--- src/rtl/core/tcmp_pkg.sv ---
// package for the touch coordinate message parser
// holds parser state codes, ascii character codes, widths, coordinate limits and the result layout; no dependencies
package tcmp_pkg;

  typedef enum logic [3:0] {
    ST_IDLE  = 4'd0,
    ST_OPEN  = 4'd1,
    ST_X     = 4'd2,
    ST_XNUM  = 4'd3,
    ST_XNEG  = 4'd4,
    ST_COMMA = 4'd5,
    ST_Y     = 4'd6,
    ST_YNUM  = 4'd7,
    ST_YNEG  = 4'd8,
    ST_END   = 4'd9
  } parse_state_t;

  localparam logic [7:0] CH_LBRACE = 8'h7B;
  localparam logic [7:0] CH_X      = 8'h58;
  localparam logic [7:0] CH_Y      = 8'h59;
  localparam logic [7:0] CH_EQ     = 8'h3D;
  localparam logic [7:0] CH_MINUS  = 8'h2D;
  localparam logic [7:0] CH_COMMA  = 8'h2C;
  localparam logic [7:0] CH_RBRACE = 8'h7D;
  localparam logic [7:0] CH_ZERO   = 8'h30;
  localparam logic [7:0] CH_NINE   = 8'h39;
  localparam logic [7:0] CH_ONE    = 8'h31;

  localparam int COORD_W = 16;
  localparam int AXIS_W  = 15;
  localparam int OUT_W   = 32;

  localparam logic signed [COORD_W-1:0] COORD_NONE = -16'sd1;
  localparam logic signed [20:0] COORD_MAX = 21'sd32767;
  localparam logic signed [20:0] RADIX     = 21'sd10;

  typedef struct packed {
    logic                     update_event;
    logic                     touch_valid;
    logic [AXIS_W-1:0]        touch_y;
    logic [AXIS_W-1:0]        touch_x;
  } result_t;

endpackage

--- src/rtl/core/touch_coordinate_message_parser_top.sv ---
// top level of the touch coordinate message parser
// parses {X=n,Y=n} byte streams into a touch position; depends on tcmp_pkg
//
//  channel | dir | tdata bits (low to high)                               | notes
//  s_*     | in  | [7:0] rx_byte                                          | one char per transaction
//  m_*     | out | [14:0] touch_x, [29:15] touch_y, [30] touch_valid,     | one result per input
//          |     | [31] update_event                                      |
//
// one byte per cycle while s_tready is high; the parse step is a single state
// transition with a multiply by ten and saturating add, settled before the result
// register. each result is registered, in the skid entry if the output stalls.
// a two-entry output (result register plus skid) keeps s_tready high while one
// result waits; s_tready drops only when both are full.
// rst is synchronous: parser idle, position cleared to no touch, outputs empty.
module touch_coordinate_message_parser_top (
  input  logic        clk,
  input  logic        rst,
  input  logic        s_tvalid,
  output logic        s_tready,
  input  logic [7:0]  s_tdata,   // [7:0] rx_byte
  output logic        m_tvalid,
  input  logic        m_tready,
  output logic [31:0] m_tdata    // [14:0] touch_x, [29:15] touch_y, [30] touch_valid, [31] update_event
);

  tcmp_pkg::parse_state_t             st, st_next;
  logic signed [tcmp_pkg::COORD_W-1:0] accum, accum_next;
  logic signed [tcmp_pkg::COORD_W-1:0] pend_x, pend_x_next;
  logic signed [tcmp_pkg::COORD_W-1:0] cur_x, cur_x_next;
  logic signed [tcmp_pkg::COORD_W-1:0] cur_y, cur_y_next;
  logic                                ev;
  logic signed [20:0]                  prod;
  logic [3:0]                          digit;
  logic                                is_digit;
  logic [7:0]                          c;
  tcmp_pkg::result_t                   res;
  logic [tcmp_pkg::OUT_W-1:0]          skid_data;
  logic                                skid_valid;
  logic                                accept;

  assign c        = s_tdata;
  assign s_tready = !skid_valid;
  assign accept   = s_tvalid && s_tready;
  assign digit    = 4'(c - tcmp_pkg::CH_ZERO);
  assign is_digit = (c >= tcmp_pkg::CH_ZERO) && (c <= tcmp_pkg::CH_NINE);

  always_comb begin
    prod = 21'(accum) * tcmp_pkg::RADIX + $signed({17'b0, digit});
  end

  always_comb begin
    st_next     = st;
    accum_next  = accum;
    pend_x_next = pend_x;
    cur_x_next  = cur_x;
    cur_y_next  = cur_y;
    ev          = 1'b0;
    priority if (c == tcmp_pkg::CH_LBRACE) begin
      st_next = tcmp_pkg::ST_OPEN;
    end else if (c == tcmp_pkg::CH_X) begin
      st_next = (st == tcmp_pkg::ST_OPEN) ? tcmp_pkg::ST_X : tcmp_pkg::ST_IDLE;
    end else if (c == tcmp_pkg::CH_Y) begin
      st_next = (st == tcmp_pkg::ST_COMMA) ? tcmp_pkg::ST_Y : tcmp_pkg::ST_IDLE;
    end else if (c == tcmp_pkg::CH_EQ) begin
      if (st == tcmp_pkg::ST_X) begin
        st_next    = tcmp_pkg::ST_XNUM;
        accum_next = '0;
      end else if (st == tcmp_pkg::ST_Y) begin
        st_next    = tcmp_pkg::ST_YNUM;
        accum_next = '0;
      end else begin
        st_next = tcmp_pkg::ST_IDLE;
      end
    end else if (c == tcmp_pkg::CH_MINUS) begin
      if (st == tcmp_pkg::ST_XNUM)      st_next = tcmp_pkg::ST_XNEG;
      else if (st == tcmp_pkg::ST_YNUM) st_next = tcmp_pkg::ST_YNEG;
      else                              st_next = tcmp_pkg::ST_IDLE;
    end else if (is_digit) begin
      if (st == tcmp_pkg::ST_XNUM || st == tcmp_pkg::ST_YNUM) begin
        // saturate at the largest coordinate
        accum_next = (prod > tcmp_pkg::COORD_MAX) ? tcmp_pkg::COORD_MAX[15:0] : prod[15:0];
      end else if ((st == tcmp_pkg::ST_XNEG || st == tcmp_pkg::ST_YNEG) &&
                   c == tcmp_pkg::CH_ONE) begin
        accum_next = tcmp_pkg::COORD_NONE;
      end else begin
        st_next = tcmp_pkg::ST_IDLE;
      end
    end else if (c == tcmp_pkg::CH_COMMA) begin
      if (st == tcmp_pkg::ST_XNUM || st == tcmp_pkg::ST_XNEG) begin
        pend_x_next = accum;
        st_next     = tcmp_pkg::ST_COMMA;
      end else begin
        st_next = tcmp_pkg::ST_IDLE;
      end
    end else if (c == tcmp_pkg::CH_RBRACE) begin
      if (st == tcmp_pkg::ST_YNUM || st == tcmp_pkg::ST_YNEG) begin
        st_next = tcmp_pkg::ST_END;
        if (cur_x != pend_x || cur_y != accum) begin
          cur_x_next = pend_x;
          cur_y_next = accum;
          ev         = 1'b1;
        end
      end else begin
        st_next = tcmp_pkg::ST_IDLE;
      end
    end else begin
      st_next = tcmp_pkg::ST_IDLE;
    end
  end

  always_comb begin
    res.touch_x      = cur_x_next[15] ? '0 : cur_x_next[14:0];
    res.touch_y      = cur_y_next[15] ? '0 : cur_y_next[14:0];
    res.touch_valid  = !cur_x_next[15] || !cur_y_next[15];
    res.update_event = ev;
  end

  always_ff @(posedge clk) begin
    if (rst) begin
      st     <= tcmp_pkg::ST_IDLE;
      accum  <= '0;
      pend_x <= '0;
      cur_x  <= tcmp_pkg::COORD_NONE;
      cur_y  <= tcmp_pkg::COORD_NONE;
    end else if (accept) begin
      st     <= st_next;
      accum  <= accum_next;
      pend_x <= pend_x_next;
      cur_x  <= cur_x_next;
      cur_y  <= cur_y_next;
    end
  end

  // result register with a skid entry behind it
  always_ff @(posedge clk) begin
    if (rst) begin
      m_tvalid   <= 1'b0;
      skid_valid <= 1'b0;
    end else if (m_tready || !m_tvalid) begin
      if (skid_valid) begin
        m_tvalid   <= 1'b1;
        m_tdata    <= skid_data;
        skid_valid <= 1'b0;
      end else begin
        m_tvalid <= accept;
        m_tdata  <= res;
      end
    end else if (accept) begin
      skid_data  <= res;
      skid_valid <= 1'b1;
    end
  end

endmodule

--- config.mk ---
export PLATFORM = sky130hd
export DESIGN_NAME = touch_coordinate_message_parser_top
export DESIGN_NICKNAME = d
export VERILOG_FILES = /design/src/rtl/core/tcmp_pkg.sv /design/src/rtl/core/touch_coordinate_message_parser_top.sv
export SDC_FILE = /design/constraint.sdc
export NUM_CORES = 1
export LEC_CHECK = 0
export BUFFER_PORTS_ARGS = -buffer_cell sky130_fd_sc_hd__buf_2
export CORE_MARGIN = 2
export CORE_UTILIZATION = 40
export CTS_BUF_LIST = sky130_fd_sc_hd__clkbuf_16
export CTS_CLUSTER_DIAMETER = 120
export DETAILED_ROUTE_END_ITERATION = 16
export PLACE_DENSITY = 0.62
export SYNTH_ARGS = -nofsm -noshare
export SYNTH_HDL_FRONTEND = slang
export SYNTH_SLANG_ARGS = --single-unit
--- constraint.sdc ---
create_clock -name clk -period 6 [get_ports clk]
set_input_delay 1.8 -clock clk [delete_from_list [all_inputs] [get_ports clk]]
set_output_delay 1.8 -clock clk [all_outputs]
set_load 0.005 [all_outputs]
==> results.ini <==
[routing]
routed_wl_microns=17330
first_iter_violations=297
drc=0
antenna_left=0
via_count=5666
first_pass_iters=5
detail_route.wl_per_cell_microns=17.14
via_per_inst=5.604

[timing]
maxSlewHeadroom=0.2213
setup_violations=0
setup_tns_ns=0
max_slew.worst_pin.slew_ns=1.164
finClkSkew_ns=0.01038
rsz0062_at_grt=no
hold_violations=0
min_period_ns=4.590
drv_slew=0
min_period_over_period=0.7649
max_freq_ghz=0.2179
timing.hold.ws_ns=0.5003

[clocking]
hold_buffers=0
clkLatencyLatePin_ns=0.42
post_cts_buffers=0
cts_sinks=134
cts_root_buf=clkbuf_16
ctsResizeCount=0
clk_path_buf_depth=2
cts_tree=built
h-tree-depth=4
path_clk_slew_ns=0.06
cts_buffers=17

[global_routing]
grt_pass1_wl_microns=28180
grt_pass1_vias=5413
grt_max_degree=66
grt_usage=0.1806
grt.overflow.total=0
antenna_found_initial=0

[placement]
numPortBuffers=45
dp_hpwl_microns=12230
gp_congestion=0.8360

[critical_path]
reg2reg_setup_slack_ns=1.73
crit_chain=buf_2, nor4bb_1, nand2_1, nor3_1, o21ai_4, buf_4, nor2_4, buf_12, nor2b_1, a211o_1
reg2reg_depth=14
crit_fanout=34
critPathLaunchType=input port
critical_path_buf_inv_count=3
reg2reg_to=accum[11]
criticalPathCategory=in -> reg
arrival_ns=4.89
slowest_delay_ns=0.52
critPathTopFamily=simple AND/OR/NAND/NOR gates
critPathRequiredTime_ns=6.30
r2r-start=accum[2]
slowest_stage=nor2_4
end_kind=flop

[power_and_ir_drop]
netSwitchingPower_uw=456.1
clkPwrFrac=0.514
cellPowerDensity_nw_per_um2=264.5
intPower_uw=1798
leakagePower_uw=0.003323
power_frac_comb=0.043
pwr-share-seq=0.443
peakVddDrop_v=0.0001833
switching_share=0.2023

[finish]
area_delta_synth_final_pct=15.25
final_cell_mix=nand2_1, dfxtp_1, edfxtp_1, nor2_1
fill_cells=1697
antenna_cells=0
nNetsFinal=816
layout_commonest_cell=nand2_1
drive_above_1_share=0.1355

[floorplan]
row_count=49
dieArea_sq_um=19590
start_util=0.4102
fp.coreArea_sq_um=18020
io_pins=46
die_y_microns=140.0
die_w_microns=140.0

[logic_synthesis]
synth_edf_count=64
postSynthAreaPerCell_sq_um=10.02
ys_seq_elements=134
netlist_area_sq_um=7395
async_reset_ff_frac=0
synth-warning-count=0
ys_seq_area_frac=0.4494
yosysUniqueCellTypes=67
ys.flop_type=dfxtp_1
syn_nets=785
syn_inst=738

[min_path]
whs_path_depth=2
hp-start=pend_x[12]
min_path_type=reg -> reg
min_to=pend_x[12]

[run_status]
status=finished clean

[job]
maxCapViolCount=0

## flip-flops by register name (all words and copies together) (netlist names)
name	count
cur_y	16
m_tvalid	1
m_tdata	32
accum	16
st	4
skid_valid	1
pend_x	16
skid_data	32
cur_x	16
## Yosys cell counts (all sizes together), types with 5 or more instances
cell type	instances	share of area
nand4	17	0.015
nand3	9	0.0061
nand2	96	0.049
a211oi	5	0.0058
mux2i	31	0.042
nand3b	5	0.0051
buf	15	0.0093
edfxtp	64	0.26
inv	5	0.0025
ha	33	0.056
a21o	7	0.0071
a21oi	26	0.018
dfxtp	70	0.19
a211o	31	0.037
xor2	45	0.053
o2111ai	6	0.0080
nor2	56	0.028
clkbuf	30	0.015
xnor2	14	0.017
a22o	16	0.019
nor2b	34	0.029
nor3	13	0.0088
o31ai	32	0.034
o21ai	11	0.0074
nor4	12	0.010
## stage by stage
step / worst slack [ns] / instance area (sq um) / instances / util / power [uW]
finish: 1.410 / 8522 / 1011 / 0.4728 / 2254
floorplan: 1.094 / 7395 / 738 / - / 1075
CTS: 1.478 / 8514 / 1010 / 0.4724 / 2267
global placement: 1.136 / 7854 / 978 / 0.4357 / 1113
detailed placement: 1.033 / 7854 / 978 / 0.4357 / 1116
global route: 1.252 / 8522 / 1011 / 0.4728 / 2325
## worst min-delay path, delay by kind of cell, from the launching register on
| kind | cells | cell delay, ns |
|---|---|---|
| AOI/OAI and AO/OA | 1 | 0.05 |
| DFF | 1 | 0.34 |
| and+or+nand+nor | 1 | 0.07 |
## cell families (layout without fill, tap and decap cells)
family,after synthesis,in the layout,share of synthesized area
DFF,134,134,0.4494
adders and majority gates,35,35,0.06125
buffers and inverters,50,94,0.02707
xor gates and xnor gates,59,59,0.06988
AOI/OAI and AO/OA,161,161,0.1712
muxes,32,32,0.04349
and+or+nand+nor,267,267,0.1777
## area by class of cell
type / instances / area [sq um] / area share
clock buffers: 17 / 425.4 / 0.04992
clock inverters: 15 / 235.2 / 0.02760
inverters: 5 / 18.77 / 0.002202
multi-input cells: 554 / 3904 / 0.4581
flip-flops and latches: 134 / 3324 / 0.3901
well taps: 229 / 286.5 / 0.03362
repair buffers: 57 / 327.8 / 0.03847
## power by group through the flow
stage | clock network (uW) | registers, uW | logic, uW
global placement | 0 | 1020 | 94.7
detailed placement | 0 | 1020 | 97.1
floorplan | 0 | 1020 | 58.7
finish | 1160 | 999 | 96.9
CTS | 1170 | 999 | 97.6
global route | 1210 | 1000 | 109
## routing by layer
layer	vias to the layer above	track usage	wire, microns
met5	-	0	0
met4	0	0.06474	331
met3	28	0.03761	988
met2	158	0.2742	7706
met1	2690	0.2560	8302
li1	2790	-	-
## how the worst max path moves through the flow
stage               startpoint      endpoint  slack, ns  cells after the start
detailed placement  s_tdata[1]      cur_y[9]       1.03                     10
CTS                 s_tdata[1]      cur_y[9]       1.48                     10
global placement    s_tdata[1]      cur_x[5]       1.14                     10
global route        s_tdata[1]     cur_x[11]       1.25                     10
finish              s_tdata[1]      cur_y[9]       1.41                     10
floorplan                  rst  skid_data[0]       1.09                      3
No activity file was read; power rests on OpenSTA's default activity.
